==> src/rtl/core/assert_macros.svh <==
// ----------------------------------------------------------------------------
// assert_macros.svh
// assertion macros used by the top-level rtl file of the jolt stencil block
// ----------------------------------------------------------------------------
`ifndef ASSERT_MACROS_SVH
`define ASSERT_MACROS_SVH

// same-cycle implication, held off during reset
`define ASSERT_IMPLIES(lbl, clk, rst_n, ante, cons) \
	lbl: assert property (@(posedge clk) disable iff (!(rst_n)) (ante) |-> (cons)) \
	else $error("implication failed");

// next-cycle implication, held off during reset
`define ASSERT_NEXT(lbl, clk, rst_n, ante, cons) \
	lbl: assert property (@(posedge clk) disable iff (!(rst_n)) (ante) |=> (cons)) \
	else $error("next-cycle implication failed");

`endif

==> src/rtl/core/wpjs_pkg.sv <==
// ----------------------------------------------------------------------------
// wpjs_pkg
// types, constants and helper functions of the phase jolt stencil
// ----------------------------------------------------------------------------
package wpjs_pkg;

	// sizes of the store and the volume
	localparam int MAX_VOXELS   = 65536;
	localparam int ADDR_W       = $clog2(MAX_VOXELS);
	localparam int MAX_DIM      = 256;
	localparam int DIM_W        = 9;
	localparam int CRD_W        = 8;
	localparam int IDX_W        = 16;
	localparam int RAW_W        = 14;
	localparam int PH_W         = 15;
	localparam int OUT_W        = 17;
	localparam int CFG_AW       = 3;
	localparam int PXY_W        = 2 * DIM_W - 1;
	localparam int NVOX_W       = 3 * DIM_W - 2;

	// phase arithmetic
	localparam int PHASE_TURN   = 8192;
	localparam int INT13_OFFSET = 4096;
	localparam int DIFF_W       = 17;
	localparam int S1_W         = 16;
	localparam int S2_W         = 19;
	localparam int V1_W         = S1_W + 4;
	localparam int V2_W         = S2_W + 4;
	localparam int OUT_MAX      = 131071;

	// reciprocal constants, scaled by 2**RECIP_K and rounded up
	localparam int RECIP_K      = 25;
	localparam int RECIP_W      = 24;
	localparam logic [RECIP_W-1:0] RECIP_3 = 24'd11184811;
	localparam logic [RECIP_W-1:0] RECIP_6 = 24'd5592406;
	localparam logic [RECIP_W-1:0] RECIP_9 = 24'd3728271;

	// read sequence: three center gradients, then eighteen neighbor gradients
	localparam int N_FIRST      = 3;
	localparam int N_GRAD       = N_FIRST + 18;
	localparam int N_READS      = 2 * N_GRAD;
	localparam int RN_W         = $clog2(N_READS);
	localparam int GI_W         = RN_W - 1;
	localparam int CNT_W        = RN_W;

	// input kinds
	localparam logic KIND_WRITE = 1'b0;
	localparam logic KIND_READ  = 1'b1;

	// configuration register indexes
	typedef enum logic [CFG_AW-1:0] {
		CFG_DIM_X  = 3'd0,
		CFG_DIM_Y  = 3'd1,
		CFG_DIM_Z  = 3'd2,
		CFG_INT13  = 3'd3,
		CFG_TWO_D  = 3'd4,
		CFG_JUMP   = 3'd5
	} cfg_idx_t;

	// commands from the controller to the datapath
	typedef struct packed {
		logic            load;
		logic            chk;
		logic            mem_we;
		logic            div_load;
		logic            div_step;
		logic            div_next;
		logic            coord_cap;
		logic            rd_issue;
		logic [RN_W-1:0] rd_num;
		logic            fin;
		logic            res_load;
	} cmd_t;

	// status from the datapath to the controller
	typedef struct packed {
		logic bad;
		logic is_read;
		logic out_busy;
	} sts_t;

	// decoded gradient slot
	typedef struct packed {
		logic       first;
		logic [1:0] c;
		logic [1:0] a;
		logic       lopos;
	} gsel_t;

	// gradient slot to component, offset axis and offset sign
	function automatic gsel_t gdec(input logic [GI_W-1:0] gi);
		gsel_t      g;
		logic [4:0] k;
		logic [3:0] pr;
		g  = '0;
		k  = 5'(gi) - 5'(N_FIRST);
		pr = k[4:1];
		if (gi < GI_W'(N_FIRST)) begin
			g.first = 1'b1;
			g.c     = gi[1:0];
		end else begin
			g.lopos = k[0];
			g.c     = (pr >= 4'd6) ? 2'd2 : (pr >= 4'd3) ? 2'd1 : 2'd0;
			g.a     = 2'(pr - 4'(3 * g.c));
		end
		return g;
	endfunction

	function automatic logic [DIFF_W-1:0] mag(input logic signed [DIFF_W-1:0] v);
		return v[DIFF_W-1] ? DIFF_W'(-v) : DIFF_W'(v);
	endfunction

	// pick d, d + turn or d - turn by strictly smaller magnitude
	function automatic logic signed [DIFF_W-1:0] wrap_diff(input logic signed [DIFF_W-1:0] d1);
		logic signed [DIFF_W-1:0] d2;
		logic signed [DIFF_W-1:0] d3;
		logic signed [DIFF_W-1:0] r;
		d2 = d1 + DIFF_W'(PHASE_TURN);
		d3 = d1 - DIFF_W'(PHASE_TURN);
		if (mag(d2) < mag(d1))
			r = d2;
		else if (mag(d3) < mag(d1))
			r = d3;
		else
			r = d1;
		return r;
	endfunction

	// zero acts as one, oversize acts as the largest dimension
	function automatic logic [DIM_W-1:0] eff_dim(input logic [DIM_W-1:0] v);
		logic [DIM_W-1:0] r;
		if (v == '0)
			r = DIM_W'(1);
		else if (v > DIM_W'(MAX_DIM))
			r = DIM_W'(MAX_DIM);
		else
			r = v;
		return r;
	endfunction

endpackage

==> src/rtl/core/wpjs_ctrl.sv <==
// ----------------------------------------------------------------------------
// wpjs_ctrl
// sequencer for one transaction: check, then a store write or coordinate divides and stencil reads
// ----------------------------------------------------------------------------
module wpjs_ctrl (
	input  logic          clk,
	input  logic          arst_n,
	input  logic          s_tvalid,
	output logic          s_tready,
	input  wpjs_pkg::sts_t sts,
	output wpjs_pkg::cmd_t cmd
);
	import wpjs_pkg::*;

	typedef enum logic [10:0] {
		ST_IDLE  = 11'b000_0000_0001,
		ST_PREP  = 11'b000_0000_0010,
		ST_CHECK = 11'b000_0000_0100,
		ST_DIVX  = 11'b000_0000_1000,
		ST_DNEXT = 11'b000_0001_0000,
		ST_DIVY  = 11'b000_0010_0000,
		ST_COORD = 11'b000_0100_0000,
		ST_READ  = 11'b000_1000_0000,
		ST_DRAIN = 11'b001_0000_0000,
		ST_FIN   = 11'b010_0000_0000,
		ST_DONE  = 11'b100_0000_0000
	} state_t;

	state_t           state_q, state_d;
	logic [CNT_W-1:0] cnt_q, cnt_d;

	// next state and commands
	always_comb begin
		state_d  = state_q;
		cnt_d    = cnt_q;
		cmd      = '0;
		s_tready = 1'b0;
		unique case (state_q)
			ST_IDLE: begin
				s_tready = 1'b1;
				if (s_tvalid) begin
					cmd.load = 1'b1;
					state_d  = ST_PREP;
				end
			end
			ST_PREP: state_d = ST_CHECK;
			ST_CHECK: begin
				cmd.chk = 1'b1;
				cnt_d   = '0;
				if (sts.bad || !sts.is_read) begin
					cmd.mem_we = !sts.bad && !sts.is_read;
					state_d    = ST_DONE;
				end else begin
					cmd.div_load = 1'b1;
					state_d      = ST_DIVX;
				end
			end
			ST_DIVX: begin
				cmd.div_step = 1'b1;
				cnt_d        = cnt_q + 1'b1;
				if (cnt_q == CNT_W'(IDX_W - 1)) begin
					cnt_d   = '0;
					state_d = ST_DNEXT;
				end
			end
			ST_DNEXT: begin
				cmd.div_next = 1'b1;
				state_d      = ST_DIVY;
			end
			ST_DIVY: begin
				cmd.div_step = 1'b1;
				cnt_d        = cnt_q + 1'b1;
				if (cnt_q == CNT_W'(IDX_W - 1)) begin
					cnt_d   = '0;
					state_d = ST_COORD;
				end
			end
			ST_COORD: begin
				cmd.coord_cap = 1'b1;
				state_d       = ST_READ;
			end
			ST_READ: begin
				cmd.rd_issue = 1'b1;
				cmd.rd_num   = cnt_q;
				cnt_d        = cnt_q + 1'b1;
				if (cnt_q == CNT_W'(N_READS - 1)) begin
					cnt_d   = '0;
					state_d = ST_DRAIN;
				end
			end
			ST_DRAIN: begin
				cnt_d = cnt_q + 1'b1;
				if (cnt_q == CNT_W'(2)) begin
					cnt_d   = '0;
					state_d = ST_FIN;
				end
			end
			ST_FIN: begin
				cmd.fin = 1'b1;
				state_d = ST_DONE;
			end
			ST_DONE: begin
				if (!sts.out_busy) begin
					cmd.res_load = 1'b1;
					state_d      = ST_IDLE;
				end
			end
			default: state_d = ST_IDLE;
		endcase
	end

	// state registers
	always_ff @(posedge clk or negedge arst_n) begin
		if (!arst_n) begin
			state_q <= ST_IDLE;
			cnt_q   <= '0;
		end else begin
			state_q <= state_d;
			cnt_q   <= cnt_d;
		end
	end

endmodule

==> config.mk <==
export PLATFORM = sky130hd
export DESIGN_NAME = wpjs_ctrl
export DESIGN_NICKNAME = d
export VERILOG_FILES = /design/src/rtl/core/assert_macros.svh /design/src/rtl/core/wpjs_pkg.sv /design/src/rtl/core/wpjs_ctrl.sv
export SDC_FILE = /design/constraint.sdc
export NUM_CORES = 1
export LEC_CHECK = 0
export BUFFER_PORTS_ARGS = -buffer_cell sky130_fd_sc_hd__clkbuf_2
export CORE_UTILIZATION = 35
export CTS_BUF_LIST = sky130_fd_sc_hd__clkbuf_16
export DETAILED_ROUTE_END_ITERATION = 6
export PLACE_DENSITY = 0.55
export SKIP_LAST_GASP = 1
export SYNTH_ARGS = -nofsm -noshare
export SYNTH_HDL_FRONTEND = slang
export SYNTH_SLANG_ARGS = --single-unit
==> constraint.sdc <==
create_clock -name clk -period 2.5 [get_ports clk]
set_clock_uncertainty 0.1 [all_clocks]
set_input_delay 0.5 -clock clk [delete_from_list [all_inputs] [get_ports clk]]
set_output_delay 0.5 -clock clk [all_outputs]
set_load 0.005 [all_outputs]
Word level (Yosys, flattened, before mapping)
Index checks and enable logic that the tools add are counted.
Operators by class
  mux-type cells: 25
  eq/ne operators: 20
  $add $sub $neg: 1
  reductions and logical operators: 7
Operator list (number)
  $pmux W11 S11: 1
  $mux W11: 7
  $pmux W6 S4: 1
  $mux W6: 3
  $ne A2 B2 Y1 const B: 6
  $eq A11 B1 Y1 const B: 1
  $eq A11 B10 Y1 const B: 1
  $eq A11 B11 Y1 const B: 1
  $eq A11 B2 Y1 const B: 1
  $eq A11 B3 Y1 const B: 1
  $eq A11 B4 Y1 const B: 1
  $eq A11 B5 Y1 const B: 1
  $eq A11 B6 Y1 const B: 1
  $eq A11 B7 Y1 const B: 1
  $eq A11 B8 Y1 const B: 1
  $eq A11 B9 Y1 const B: 1
  $mux W1: 11
  $mux W7: 1
  $add A6 B1 Y6 const B: 1
  $eq A6 B2 Y1 const B: 1
  $eq A6 B4 Y1 const B: 1
  $eq A6 B6 Y1 const B: 1
  $reduce_and A6 Y1: 1
  $reduce_bool A4 Y1: 1
  other kinds (5): 6
Storage, ports and cells
  word-level logic and storage cells: 55
  register bits after elaboration: 17
  output and inout bits: 17

Logic depth before layout (Yosys ltp)
  depth in word-level cells: 4
  gate-level depth with buffers: 7
  mapped depth without buffers: 6

Least setup slack after synthesis
No wires, ideal clock.
  path type: register -> output
  from: reg state_q[9]
  to: out cmd[15] in the netlist's numbering
  required time: 1900 ps
  setup slack: 393 ps
  cell stages (with the launch flop): 7
  arrival: 1507 ps
  path buffers: 1
  cell sequence: dfrtp_1 > buf_2 > nor3_2 > and2_1 > nand2_1 > nor3b_1 > and2_1
RTL lines
  start: declaration: RTL line wpjs_ctrl.sv:29  | state_t state_q, state_d;
  start signal: assignment: RTL line wpjs_ctrl.sv:118  | state_q <= state_d;
  end: declaration: RTL line wpjs_ctrl.sv:11  | output wpjs_pkg::cmd_t cmd

==> results.toml <==
[worst_setup_path]
reg2reg_slack_ns = 0.29
path_delay_family = "simple AND/OR/NAND/NOR gates"
crit_cells = 6
slowest_stage = "dfrtp_1"
path_common_cell = "buf_4"
crit_buf_inv = 3
r2r-start = "state_q[8]"
path_cells = "nor3_2 > buf_4 > nand2_1 > nor4b_1 > buf_4 > clkbuf_2"
reg2reg_depth = 5
slowest_delay_ns = 0.49
r2r-end = "state_q[4]"
critPathMaxFanout = 8
required_ns = 1.90
start_kind = "flip-flop"
worst_setup_path_end_kind = "primary output"
arrival_ns = 1.81
critical_path_class = "flip-flop to primary output"

[clock_tree]
cts-buffers-inserted = 3
cts_tree = "done"
cts_sinks = 17
htreeDepth = 1
cts.clk_slew.worst_paths_ns = 0.06
clockBufferDepth = 2
root_buffer = "clkbuf_16"
insertion_delay_ns = 0.25

[power_and_ir_drop]
netSwitchingPower_uw = 452
p_seq_share_pct = 31.8
p_comb_share_pct = 41.2
p_per_area_nw_per_um2 = 775
totalPowerFinal_mw = 1.21
swShare_pct = 37.2
p_int_uw = 762
leakagePower_nw = 0.787
p_clk_share_pct = 27.1
irDropWorstVdd_mv = 0.359

[timing]
max_freq_mhz = 415
timing.final.crit_share_pct = 96.3
slew_headroom_pct = 68.6
hold_viol_final = 0
rsz0062_at_grt = "no"
report.final.slew_viol_count = 0
setup_viol = 0
min_period_ns = 2.41
tightest_slew_ns = 0.471
fin_setup_tns_ns = 0

[global_route]
grtUsageTotal_pct = 17.4
grt_max_degree = 18
antenna_found_initial = 0
grt_pass1_wl_mm = 5.55
grt_pass1_vias = 1165
overflow = 0

[layout]
utilization_pct = 45.2
layout.cells.non_filler = 222
n_fill_cell = 332
seq_area_um2 = 428
final_layout_size_suffix_gt1_share_pct = 30.7
nets = 186
area_growth_pct = 18.8
antennaDiodeCount = 0
fin_area_um2 = 1570
multi_input_area_um2 = 811

[floorplan]
die_h_um = 63.4
die_area_um2 = 4020
rows = 21
chipWidth_um = 63.4
io_pins = 23
core_area_um2 = 3470
start_util_pct = 38.1

[logic_synthesis]
async_flop_share_pct = 100
ys_warn_count = 0
syn_nets = 160
netlist_instances = 151
ys_ff_latch = 17
ys.flop_type = "dfrtp_1"
ys_types = 50
ys_seq_area_share_pct = 32.3
synth_edf_count = 0
avgSynthCellArea_um2 = 8.74
synth_area_um2 = 1320

[min_path]
hold_path.class = "input pin to asynchronous set/reset pin"

[placement]
place_hpwl_mm = 2.43
portBuffers = 22
placed_area_um2 = 1460
place_congestion = 0.861
place_inst = 217

[detailed_routing]
drt-pass1-iter-count = 5
avgViaCountPerCell = 5.59
vias = 1241
routed_wire_length_per_instance_um = 15.0
drc = 0
wl_mm = 3.33
detail_route.iter0.violations = 71
drtAntennaViolNets = 0

[job]
drv_cap = 0

[status]
outcome = "finished clean"
through the flow:
stage | hold WS (ns) | setup slack [ns]
after CTS | 0.114 | 0.0246
after global routing | 0.132 | 0.0124
after detailed placement | 0.381 | 0.208
after global placement | 0.370 | 0.244
final | 0.0930 | 0.0916
after floorplan | 0.104 | 0.393
cells in the mapped netlist, drive strengths merged (2+ instances only):
| master | instances | area share [%] |
|---|---|---|
| nor2 | 18 | 5.1 |
| dfrtp | 16 | 30 |
| nand2 | 13 | 3.7 |
| and2 | 12 | 5.8 |
| nor3 | 9 | 4.5 |
| inv | 7 | 2.2 |
| nand3 | 7 | 3.0 |
| o21ai | 7 | 2.7 |
| nor4 | 6 | 3.3 |
| buf | 5 | 4.1 |
| nand4 | 5 | 2.8 |
| o22ai | 5 | 2.8 |
| nor3b | 4 | 2.3 |
| nor4b | 4 | 3.1 |
| clkbuf | 3 | 1.7 |
| ha | 3 | 2.8 |
| xor2 | 3 | 2.0 |
| a21o | 2 | 1.1 |
| and3 | 2 | 0.95 |
| nor2b | 2 | 0.95 |
| o211a | 2 | 1.5 |
| or3 | 2 | 1.3 |
registers in the layout, summed over array words and instances, names as in the netlist:
register / cells
cnt_q: 6
state_q: 11
placed cells by master (no fill, tap or decap), drive strengths merged, types with 6 or more instances in the layout:
cell / n
o21ai: 7
dfrtp: 16
buf: 7
nor3: 9
nor4: 6
inv: 7
and2: 12
nor2: 18
clkbuf: 25
nand3: 7
nand2: 13
layer usage:
metal	track usage, %	wire, µm	vias to the layer above
met5	0	0	-
met4	7.10	44	0
met3	2.72	198	6
met2	27.7	1570	58
met1	23.4	1520	579
li1	-	-	598
cell families (layout without fill, tap and decap cells):
group,after synthesis,after routing,share of synthesized area [%]
buf+inv,15,40,7.96
compound gates,23,23,13.8
fa+ha+maj,3,3,2.84
xor+xnor,3,3,1.99
flops,17,17,32.3
simple gates,90,90,41.0
final cells by class:
type	instances	area share, %
multi-input combinational	119	51.7
clock inverter	1	0.319
clock buffer	3	4.79
timing repair buffer	29	10.4
sequential	17	27.3
tap	46	3.67
inverter	7	1.84
how the worst max path moves through the flow:
stage          slack (ns)  endpoint       start
2_1_floorplan        0.39   cmd[15]  state_q[9]
3_3_place_gp         0.24   cmd[15]  state_q[4]
3_5_place_dp         0.21   cmd[15]  state_q[9]
4_1_cts              0.02   cmd[15]  state_q[9]
5_1_grt              0.01   cmd[15]  state_q[8]
6_report             0.09    cmd[9]  state_q[5]
power groups by stage:
stage / registers (mW) / logic [mW] / clock network, mW
floorplan: 0.351 / 0.363 / 0
global placement: 0.385 / 0.478 / 0
detailed placement: 0.386 / 0.484 / 0
CTS: 0.383 / 0.488 / 0.332
global route: 0.395 / 0.543 / 0.347
finish: 0.386 / 0.500 / 0.329
timing repair:
item | CTS | global route
pin swaps | 0 | 1
hold buffers | 0 | 0
buffers inserted | 0 | 1
gates resized for setup | 3 | 2
endpoints found under the setup margin | 4 | 4
(Power assumes the default switching activity.)
